`src/rtl/sme_pkg.sv`:
```
// Shared types, codes and decode helpers for the stack machine executor.
package sme_pkg;

	localparam logic [2:0] ST_OK      = 3'd0;
	localparam logic [2:0] ST_HALT    = 3'd1;
	localparam logic [2:0] ST_IGNORED = 3'd2;
	localparam logic [2:0] ST_UNDER   = 3'd3;
	localparam logic [2:0] ST_OVER    = 3'd4;
	localparam logic [2:0] ST_DIVZERO = 3'd5;
	localparam logic [2:0] ST_NEGROOT = 3'd6;
	localparam logic [2:0] ST_INVALID = 3'd7;

	localparam logic [1:0] K_PUSH = 2'd0;
	localparam logic [1:0] K_PRIM = 2'd1;
	localparam logic [1:0] K_NEG  = 2'd2;
	localparam logic [1:0] K_BAD  = 2'd3;

	localparam logic [29:0] OP_LAST = 30'd33;
	localparam logic [29:0] OP_RAND = 30'd11;

	localparam logic [5:0] OP_HALT = 6'd0;
	localparam logic [5:0] OP_ADD  = 6'd1;
	localparam logic [5:0] OP_SUB  = 6'd2;
	localparam logic [5:0] OP_MUL  = 6'd3;
	localparam logic [5:0] OP_DIV  = 6'd4;
	localparam logic [5:0] OP_MOD  = 6'd5;
	localparam logic [5:0] OP_SQRT = 6'd6;
	localparam logic [5:0] OP_CBRT = 6'd7;
	localparam logic [5:0] OP_POW  = 6'd8;
	localparam logic [5:0] OP_MIN  = 6'd9;
	localparam logic [5:0] OP_MAX  = 6'd10;
	localparam logic [5:0] OP_AND  = 6'd12;
	localparam logic [5:0] OP_OR   = 6'd13;
	localparam logic [5:0] OP_XOR  = 6'd14;
	localparam logic [5:0] OP_NOT  = 6'd15;
	localparam logic [5:0] OP_SHL  = 6'd16;
	localparam logic [5:0] OP_SHR  = 6'd17;
	localparam logic [5:0] OP_NEGT = 6'd18;
	localparam logic [5:0] OP_LT   = 6'd19;
	localparam logic [5:0] OP_LE   = 6'd20;
	localparam logic [5:0] OP_GT   = 6'd21;
	localparam logic [5:0] OP_GE   = 6'd22;
	localparam logic [5:0] OP_EQ   = 6'd23;
	localparam logic [5:0] OP_NE   = 6'd24;
	localparam logic [5:0] OP_SWAP = 6'd25;
	localparam logic [5:0] OP_INC  = 6'd26;
	localparam logic [5:0] OP_DEC  = 6'd27;
	localparam logic [5:0] OP_BTST = 6'd28;
	localparam logic [5:0] OP_BCLR = 6'd29;
	localparam logic [5:0] OP_BSET = 6'd30;
	localparam logic [5:0] OP_POP  = 6'd31;
	localparam logic [5:0] OP_EVEN = 6'd32;
	localparam logic [5:0] OP_ODD  = 6'd33;

	typedef enum logic [2:0] {
		U_MUL,
		U_DIV,
		U_MOD,
		U_SQRT,
		U_CBRT,
		U_POW
	} uop_t;

	typedef enum logic [1:0] {
		S_IDLE,
		S_DEC,
		S_OPER,
		S_ITER
	} state_t;

	typedef struct packed {
		logic load_ir;
		logic commit;
		logic start;
	} cmd_t;

	typedef struct packed {
		logic go_oper;
		logic go_long;
		logic unit_done;
	} sts_t;

	function automatic logic need_two(input logic [5:0] op);
		logic r;
		case (op) inside
			[OP_ADD:OP_MOD], [OP_POW:OP_XOR], OP_SHL, OP_SHR,
			[OP_LT:OP_SWAP], [OP_BTST:OP_BSET]: r = 1'b1;
			default: r = 1'b0;
		endcase
		return r;
	endfunction

endpackage

```
`src/rtl/sme_ctrl.sv`:
```
// Controller: item sequencing and output handshake.
module sme_ctrl (
	input  logic          clk,
	input  logic          arst_n,
	input  logic          in_valid,
	output logic          in_ready,
	output logic          out_valid,
	input  logic          out_ready,
	input  sme_pkg::sts_t sts,
	output sme_pkg::cmd_t cmd
);
	import sme_pkg::*;

	state_t state_q, state_d;
	logic   out_valid_q, out_free;

	assign out_free  = !out_valid_q || out_ready;
	assign out_valid = out_valid_q;

	always_ff @(posedge clk or negedge arst_n) begin
		if (!arst_n) begin
			state_q     <= S_IDLE;
			out_valid_q <= 1'b0;
		end else begin
			state_q <= state_d;
			if (cmd.commit) begin
				out_valid_q <= 1'b1;
			end else if (out_ready) begin
				out_valid_q <= 1'b0;
			end
		end
	end

	always_comb begin
		state_d  = state_q;
		cmd      = '0;
		in_ready = 1'b0;
		case (state_q)
			S_IDLE: begin
				in_ready = 1'b1;
				if (in_valid) begin
					cmd.load_ir = 1'b1;
					state_d     = S_DEC;
				end
			end
			S_DEC: begin
				if (sts.go_oper) begin
					state_d = S_OPER;
				end else if (out_free) begin
					cmd.commit = 1'b1;
					state_d    = S_IDLE;
				end
			end
			S_OPER: begin
				if (sts.go_long) begin
					cmd.start = 1'b1;
					state_d   = S_ITER;
				end else if (out_free) begin
					cmd.commit = 1'b1;
					state_d    = S_IDLE;
				end
			end
			S_ITER: begin
				if (sts.unit_done && out_free) begin
					cmd.commit = 1'b1;
					state_d    = S_IDLE;
				end
			end
			default: state_d = S_IDLE;
		endcase
	end
endmodule

```
`config.mk`:
```
export PLATFORM = sky130hd
export DESIGN_NAME = sme_ctrl
export DESIGN_NICKNAME = d
export VERILOG_FILES = /design/src/rtl/sme_pkg.sv /design/src/rtl/sme_ctrl.sv
export SDC_FILE = /design/constraint.sdc
export NUM_CORES = 1
export LEC_CHECK = 0
export BUFFER_PORTS_ARGS = -buffer_cell sky130_fd_sc_hd__buf_2
export CAP_MARGIN = 20
export CORE_AREA = 5 5 42 44
export CTS_CLUSTER_DIAMETER = 50
export DETAILED_ROUTE_END_ITERATION = 12
export DIE_AREA = 0 0 47 49
export PLACE_DENSITY = 0.33
export SLEW_MARGIN = 20
export SYNTH_ARGS = -nofsm -noshare
export SYNTH_HDL_FRONTEND = slang
export SYNTH_SLANG_ARGS = --single-unit
```
`constraint.sdc`:
```
create_clock -name clk -period 2.7 [get_ports clk]
set_input_delay 0.27 -clock clk [delete_from_list [all_inputs] [get_ports clk]]
set_output_delay 0.27 -clock clk [all_outputs]
set_load 0.05 [all_outputs]
```
==> flow_metrics.py, run 1 <==
metrics = {
    "pwr": {
        "swShare_pct": 53.0,
        "combPwrFrac_pct": 58.2,
        "clockPowerShare_pct": 19.4,
        "p_sw_mw": 0.215,
        "leakagePower_nw": 0.167,
        "powerDensity_nw_per_um2": 1350,
        "vdd_drop_max_uv": 333,
        "p_seq_share_pct": 22.5,
        "p_int_mw": 0.190,
    },
    "setup_path": {
        "cp_top_family": "flip-flops",
        "cp_cell_sequence": "nand2b_1 -> a31oi_1 -> nor2_1 -> buf_2",
        "cp.required_ns": 2.43,
        "startpoint_type": "flip-flop",
        "cp_max_fo": 7,
        "critPathArrivalTime_ns": 1.36,
        "reg2regPathDepth": 3,
        "reg2reg_slack_ns": 1.64,
        "timing.rr.start": "state_q[1]$_DFFE_PN0P_",
        "regToRegEndpoint": "out_valid$_DFFE_PN0P_",
        "critPathCaptureType": "output pin",
        "max_stage_delay_ns": 0.43,
        "setup.worst_path.class": "reg2out",
        "critPathSlowestCell": "dfrtp_1",
        "crit_buf_inv": 1,
    },
    "synth": {
        "synthCells": 22,
        "syn-num-nets": 29,
        "synth_area_leaders": "dfrtp_1 (40%), nand2b_1 (9.9%), a21o_1 (7.9%)",
        "ys_types": 14,
        "yosysSeqAreaShare_pct": 39.7,
        "yosysTopAreaCellShare_pct": 39.7,
        "synthesis.area_um2": 189,
        "ys_seq_elements": 3,
        "avgSynthCellArea_um2": 8.59,
        "synth_top_area_cell": "dfrtp_1",
        "yosys_warnings": 0,
    },
    "sta": {
        "tightest_slew_ns": 0.253,
        "holdWs_ns": 0.329,
        "min_period_ns": 1.63,
        "finalSetupTns_ns": 0,
        "period_share_pct": 60.4,
        "setup_ws_ns": 1.07,
        "drv_slew": 0,
        "setup_viol": 0,
        "clock_skew_ns": 0.00409,
        "max_freq_mhz": 613,
        "max_slew_margin_pct": 83.3,
        "hold_viol_final": 0,
        "rsz0062_at_grt": "false",
    },
    "detailed_routing": {
        "wl_per_cell_um": 9.30,
        "dr.pass1.iters": 1,
        "drt_iter0_drc": 0,
        "drc": 0,
        "vias": 204,
        "antenna_left": 0,
        "vias_per_cell": 3.78,
        "drt_wl_total_um": 502,
    },
    "worst_hold_path": {
        "worstHoldStart": "out_ready",
        "worstHoldPathType": "in2reg",
        "worstHoldEndpoint": "out_valid$_DFFE_PN0P_",
        "hold-path-cell-count": 3,
    },
    "placement": {
        "port_buffers": 11,
        "dp_slack_ns": 1.31,
        "dpl_cell_area_um2": 264,
        "gp_congestion": 0.651,
    },
    "run": {
        "cap_viol_max_count": 0,
    },
    "clock_network": {
        "postCtsSetupRepairBufs": 0,
        "cts_max_level": 1,
        "cts_tree": "done",
        "cts-root-buf": "clkbuf_4",
        "clkSinkCount": 3,
        "clock_tree.buffer_depth": 2,
        "path_clk_slew_ns": 0.04,
        "cts-buffers-inserted": 3,
        "clk_latency_ns": 0.23,
    },
    "grt": {
        "grt_overflow": 0,
        "grt.total_usage_pct": 5.15,
        "antenna_found_initial": 0,
        "grt_max_degree": 8,
        "grt_pass1_wl_um": 834,
        "grt_pass1_vias": 228,
    },
    "die": {
        "io_pins": 12,
        "coreArea_um2": 1400,
        "die_area_um2": 2300,
        "die_y_um": 49,
        "die_w_um": 47,
        "rows": 14,
        "start_util_pct": 13.5,
    },
    "cells_and_area": {
        "finish.instance_area_um2": 300,
        "nets": 46,
        "layout-drive-gt1-share_pct": 39.5,
        "diodes": 0,
        "area_delta_synth_final_pct": 58.9,
        "final_util_pct": 21.4,
    },
    "outcome": {
        "status": "complete, no violations",
    },
}
layout by cell type (no fill, tap or decap):
cell type | netlist | layout
dlygate4sd3_1 | 0 | 1
and2_1 | 1 | 1
nor2b_1 | 1 | 1
nor3b_1 | 1 | 1
a21o_1 | 2 | 2
nand2_1 | 2 | 2
a31o_1 | 1 | 1
a31oi_1 | 1 | 1
clkbuf_4 | 0 | 3
mux2i_1 | 1 | 1
clkbuf_1 | 0 | 1
buf_2 | 0 | 11
inv_1 | 1 | 1
nor2_1 | 3 | 3
dfrtp_1 | 3 | 3
a21oi_1 | 1 | 1
nand2b_1 | 3 | 3
and3_2 | 1 | 1
cells in the mapped netlist, drive strengths merged:
| library cell | n |
|---|---|
| nor3b | 1 |
| inv | 1 |
| dfrtp | 3 |
| nor2b | 1 |
| and2 | 1 |
| a21oi | 1 |
| a21o | 2 |
| nor2 | 3 |
| a31oi | 1 |
| nand2 | 2 |
| mux2i | 1 |
| nand2b | 3 |
| and3 | 1 |
| a31o | 1 |
worst min-delay path, cell delays in order:
cell and delay (ns):
buf_2 0.08, nand2b_1 0.11, nand2_1 0.05
cells by family (layout without fill, tap and decap cells):
| kind of cell | Yosys count | count (layout) | synth area share [%] |
|---|---|---|---|
| and+or+nand+nor | 12 | 12 | 34.4 |
| buffers and inverters | 1 | 17 | 1.98 |
| AOI/OAI and AO/OA | 5 | 5 | 18.5 |
| DFF | 3 | 3 | 39.7 |
| muxes | 1 | 1 | 5.30 |
flip-flops by register name, summed over array words and instances, names as in the netlist:
signal,flops
out_valid,1
state_q,2
layer usage:
layer / share of wire, % / wire length, um / GRT usage (%) / vias up
li1: - / - / - / 106
met5: 0 / 0 / 0 / -
met2: 47 / 236 / 7.92 / 8
met4: 0 / 0 / 4.15 / 0
met3: 10 / 51 / 2.21 / 0
met1: 42 / 213 / 5.08 / 90
how the worst max path moves through the flow:
| stage | start | end | cells after the start |
|---|---|---|---|
| 6_report | state_q[1]$_DFFE_PN0P_ | cmd[1] | 4 |
| 4_1_cts | state_q[1]$_DFFE_PN0P_ | cmd[1] | 4 |
| 3_5_place_dp | state_q[1]$_DFFE_PN0P_ | cmd[1] | 4 |
| 2_1_floorplan | state_q[0]$_DFFE_PN0P_ | cmd[2] | 2 |
| 3_3_place_gp | state_q[1]$_DFFE_PN0P_ | cmd[1] | 4 |
| 5_1_grt | state_q[1]$_DFFE_PN0P_ | cmd[1] | 4 |
power groups by stage:
stage,sequential (mW),clock (mW),combinational (mW)
detailed placement,0.0918,0,0.239
global route,0.0961,0.0866,0.254
CTS,0.0914,0.0835,0.240
finish,0.0912,0.0785,0.236
global placement,0.0928,0,0.239
floorplan,0.115,0,0.162
metrics by stage:
step | power (mW) | cells
6_report | 0.405 | 54
3_3_place_gp | 0.331 | 49
3_5_place_dp | 0.331 | 49
5_1_grt | 0.437 | 54
4_1_cts | 0.415 | 54
2_1_floorplan | 0.276 | 22
area by class of cell:
class	count	area [um^2]
flip-flops and latches	3	75.1
repair buffers	12	65.1
inverters	1	3.75
clock buffers	4	26.3
well taps	16	20.0
fillers	170	1100
multi-input cells	18	110
repair_timing:
action | in CTS | in global routing
resized for setup | 0 | 0
endpoints found under the hold margin | 3 | 0
hold buffers | 1 | 0
No activity file was read; power rests on OpenSTA's default activity.
==> run 2: changes to the inputs <==
ABC_AREA = 1   (was unset)
PLACE_DENSITY = 0.37   (was 0.33)
clock period = 1.44 ns   (was 2.7 ns; I/O delays follow)
==> run 2 against run 1 <==
Against the previous run: combinational power grew 110%; sequential power grew 100%; power grew 110%; critical path type unchanged.
==> flow_metrics.py, run 2 <==
metrics = {
    "outcome": {
        "status": "complete, no violations",
    },
    "sta": {
        "max_slew_margin_pct": 83.5,
        "drv_slew": 0,
        "min_period_ns": 1.33,
        "hold_viol_final": 0,
        "rsz0062_at_grt": "false",
        "period_share_pct": 92.7,
        "tightest_slew_ns": 0.250,
        "max_freq_mhz": 749,
        "clock_skew_ns": 0.00212,
        "finalSetupTns_ns": 0,
        "setup_viol": 0,
    },
    "synth": {
        "yosys_warnings": 0,
        "synth_most_common_cell": "inv_1",
        "yosysSeqAreaShare_pct": 34.5,
        "synth_common_cells": "inv_1 (8), nand2_1 (7), nand3_1 (5)",
        "synth_area_leaders": "dfrtp_1 (34%), inv_1 (14%), nand2_1 (12%)",
        "synthCells": 33,
        "async_flop_share_pct": 100,
        "synth_edf_count": 0,
        "synthFlopType": "dfrtp_1",
        "ys_types": 12,
        "yosysTopAreaCellShare_pct": 34.5,
        "ys_seq_elements": 3,
        "avgSynthCellArea_um2": 6.60,
        "syn-num-nets": 40,
        "synth_top_area_cell": "dfrtp_1",
        "synthesis.area_um2": 218,
    },
    "detailed_routing": {
        "drt_wl_total_um": 541,
        "drt_iter0_drc": 0,
        "antenna_left": 0,
        "dr.pass1.iters": 1,
        "drc": 0,
        "vias_per_cell": 3.82,
        "wl_per_cell_um": 8.32,
        "vias": 248,
    },
    "pwr": {
        "powerDensity_nw_per_um2": 2350,
        "leakagePower_nw": 0.219,
        "vdd_drop_max_uv": 601,
    },
    "setup_path": {
        "reg2regPathDepth": 4,
        "critPathArrivalTime_ns": 1.19,
        "startpoint_type": "flip-flop",
        "cp.required_ns": 1.30,
        "timing.rr.start": "out_valid$_DFFE_PN0P_",
        "cp_max_fo": 4,
        "reg2reg_slack_ns": 0.51,
        "setup.worst_path.class": "reg2out",
        "critPathCaptureType": "output pin",
        "regToRegEndpoint": "state_q[1]$_DFFE_PN0P_",
    },
    "clock_network": {
        "postCtsSetupRepairBufs": 0,
        "clock_tree.buffer_depth": 2,
        "cts_tree": "done",
        "cts_max_level": 1,
        "cts-buffers-inserted": 3,
        "clk_latency_ns": 0.23,
        "path_clk_slew_ns": 0.03,
        "cts-root-buf": "clkbuf_4",
        "clkSinkCount": 3,
    },
    "worst_hold_path": {
        "hold-path-cell-count": 3,
        "worstHoldStart": "sts[2]",
        "worstHoldEndpoint": "state_q[1]$_DFFE_PN0P_",
        "worstHoldPathType": "in2reg",
    },
    "cells_and_area": {
        "nets": 57,
        "layout_common_cells": "buf_2 (10), inv_1 (8), nand2_1 (7), nand3_1 (4), clkbuf_4 (3)",
        "final_util_pct": 25.4,
        "largest_reg_flops": 2,
        "diodes": 0,
        "layout-drive-gt1-share_pct": 49.0,
        "seq_area_um2": 77.6,
        "area_delta_synth_final_pct": 63.2,
        "multi_input_area_um2": 126,
        "final_common_cell": "buf_2",
        "fillers": 177,
        "regMostFlops": "state_q",
    },
    "die": {
        "die_area_um2": 2300,
        "rows": 14,
        "io_pins": 12,
        "coreArea_um2": 1400,
        "die_y_um": 49,
        "start_util_pct": 15.5,
        "die_w_um": 47,
    },
    "placement": {
        "dpl.hpwl_um": 450,
        "port_buffers": 11,
        "gp_congestion": 0.662,
    },
    "grt": {
        "antenna_found_initial": 0,
        "grt_pass1_vias": 254,
        "grt_max_degree": 7,
        "grt.total_usage_pct": 6.35,
        "grt_pass1_wl_um": 945,
        "grt_overflow": 0,
    },
    "run": {
        "cap_viol_max_count": 0,
    },
}
## run 2: changes by cell type in the layout (fill, tap and decap cells not counted), moves of 2 or more
| cell | previous run | this run |
|---|---|---|
| nand2_1 | 2 | 7 |
| nand2b_1 | 3 | 0 |
| dfrtp_1 | 3 | 1 |
| nand2_2 | 0 | 2 |
| nor2_1 | 3 | 0 |
| nand3_2 | 0 | 2 |
| nand3_1 | 0 | 4 |
| dfrtp_2 | 0 | 2 |
| nor2_4 | 0 | 2 |
| a21o_1 | 2 | 0 |
| inv_1 | 1 | 8 |
## run 2: worst max-delay path by stage
stage                                       from  endpoint  slack (ns)  cells past startpoint
final                     state_q[1]$_DFFE_PN0P_    cmd[1]        0.11                      5
after global routing      state_q[1]$_DFFE_PN0P_    cmd[1]        0.01                      5
after CTS                 state_q[1]$_DFFE_PN0P_    cmd[1]        0.03                      5
after detailed placement  state_q[0]$_DFFE_PN0P_    cmd[1]        0.22                      5
after global placement    state_q[1]$_DFFE_PN0P_    cmd[1]        0.19                      5
after floorplan            out_valid$_DFFE_PN0P_    cmd[1]        0.13                      3
## run 2: where the power goes
group          switching, mW  internal [mW]  total, mW
clock network         0.0405          0.104      0.144
registers             0.0570          0.129      0.186
logic                  0.356          0.148      0.504
total                  0.454          0.380      0.834
## run 2: cell type report
class,instances,share of cell area [%]
Multi-Input combinational cell,21,35.6
Sequential cell,3,21.8
Timing Repair Buffer,12,20.1
Inverter,9,9.51
Clock buffer,4,7.39
Tap cell,16,5.63
## run 2: repair_timing
action | 4_1_cts | 5_1_grt
gates resized for setup | 1 | 4
hold endpoints to repair | 3 | 0
endpoints found under the setup margin | 1 | 2
hold buffers | 1 | 0
## run 2: cell families after synthesis
logic type,count (synthesis),share of synthesized area (%)
AND/OR/NAND/NOR,20,47.7
buffers and inverters,9,15.5
flip-flops,3,34.5
AO/OA/AOI/OAI,1,2.30
## run 2: critical path, stage by stage (launching register included)
cell and delay [ns]:
dfrtp_2 0.43, inv_2 0.05, nor2_2 0.11, nand3b_1 0.13, nand3_2 0.09, buf_6 0.15
## run 2: metrics by stage
step	power [mW]	setup slack [ns]	instance area, um^2	hold WS, ns	cells
finish	0.834	0.105	355	0.152	65
global route	0.906	0.0138	355	0.178	65
CTS	0.822	0.0309	344	0.144	65
detailed placement	0.656	0.225	305	-0.0549	60
global placement	0.664	0.190	305	-0.0556	60
floorplan	0.556	0.125	230	-0.152	33
## run 2: per-layer routing
metal	vias to the layer above	wire length [um]	global-route usage, %
li1	132	-	-
met1	108	202	6.40
met2	6	309	7.69
met3	2	12	2.21
met4	0	17	9.68
met5	-	0	0
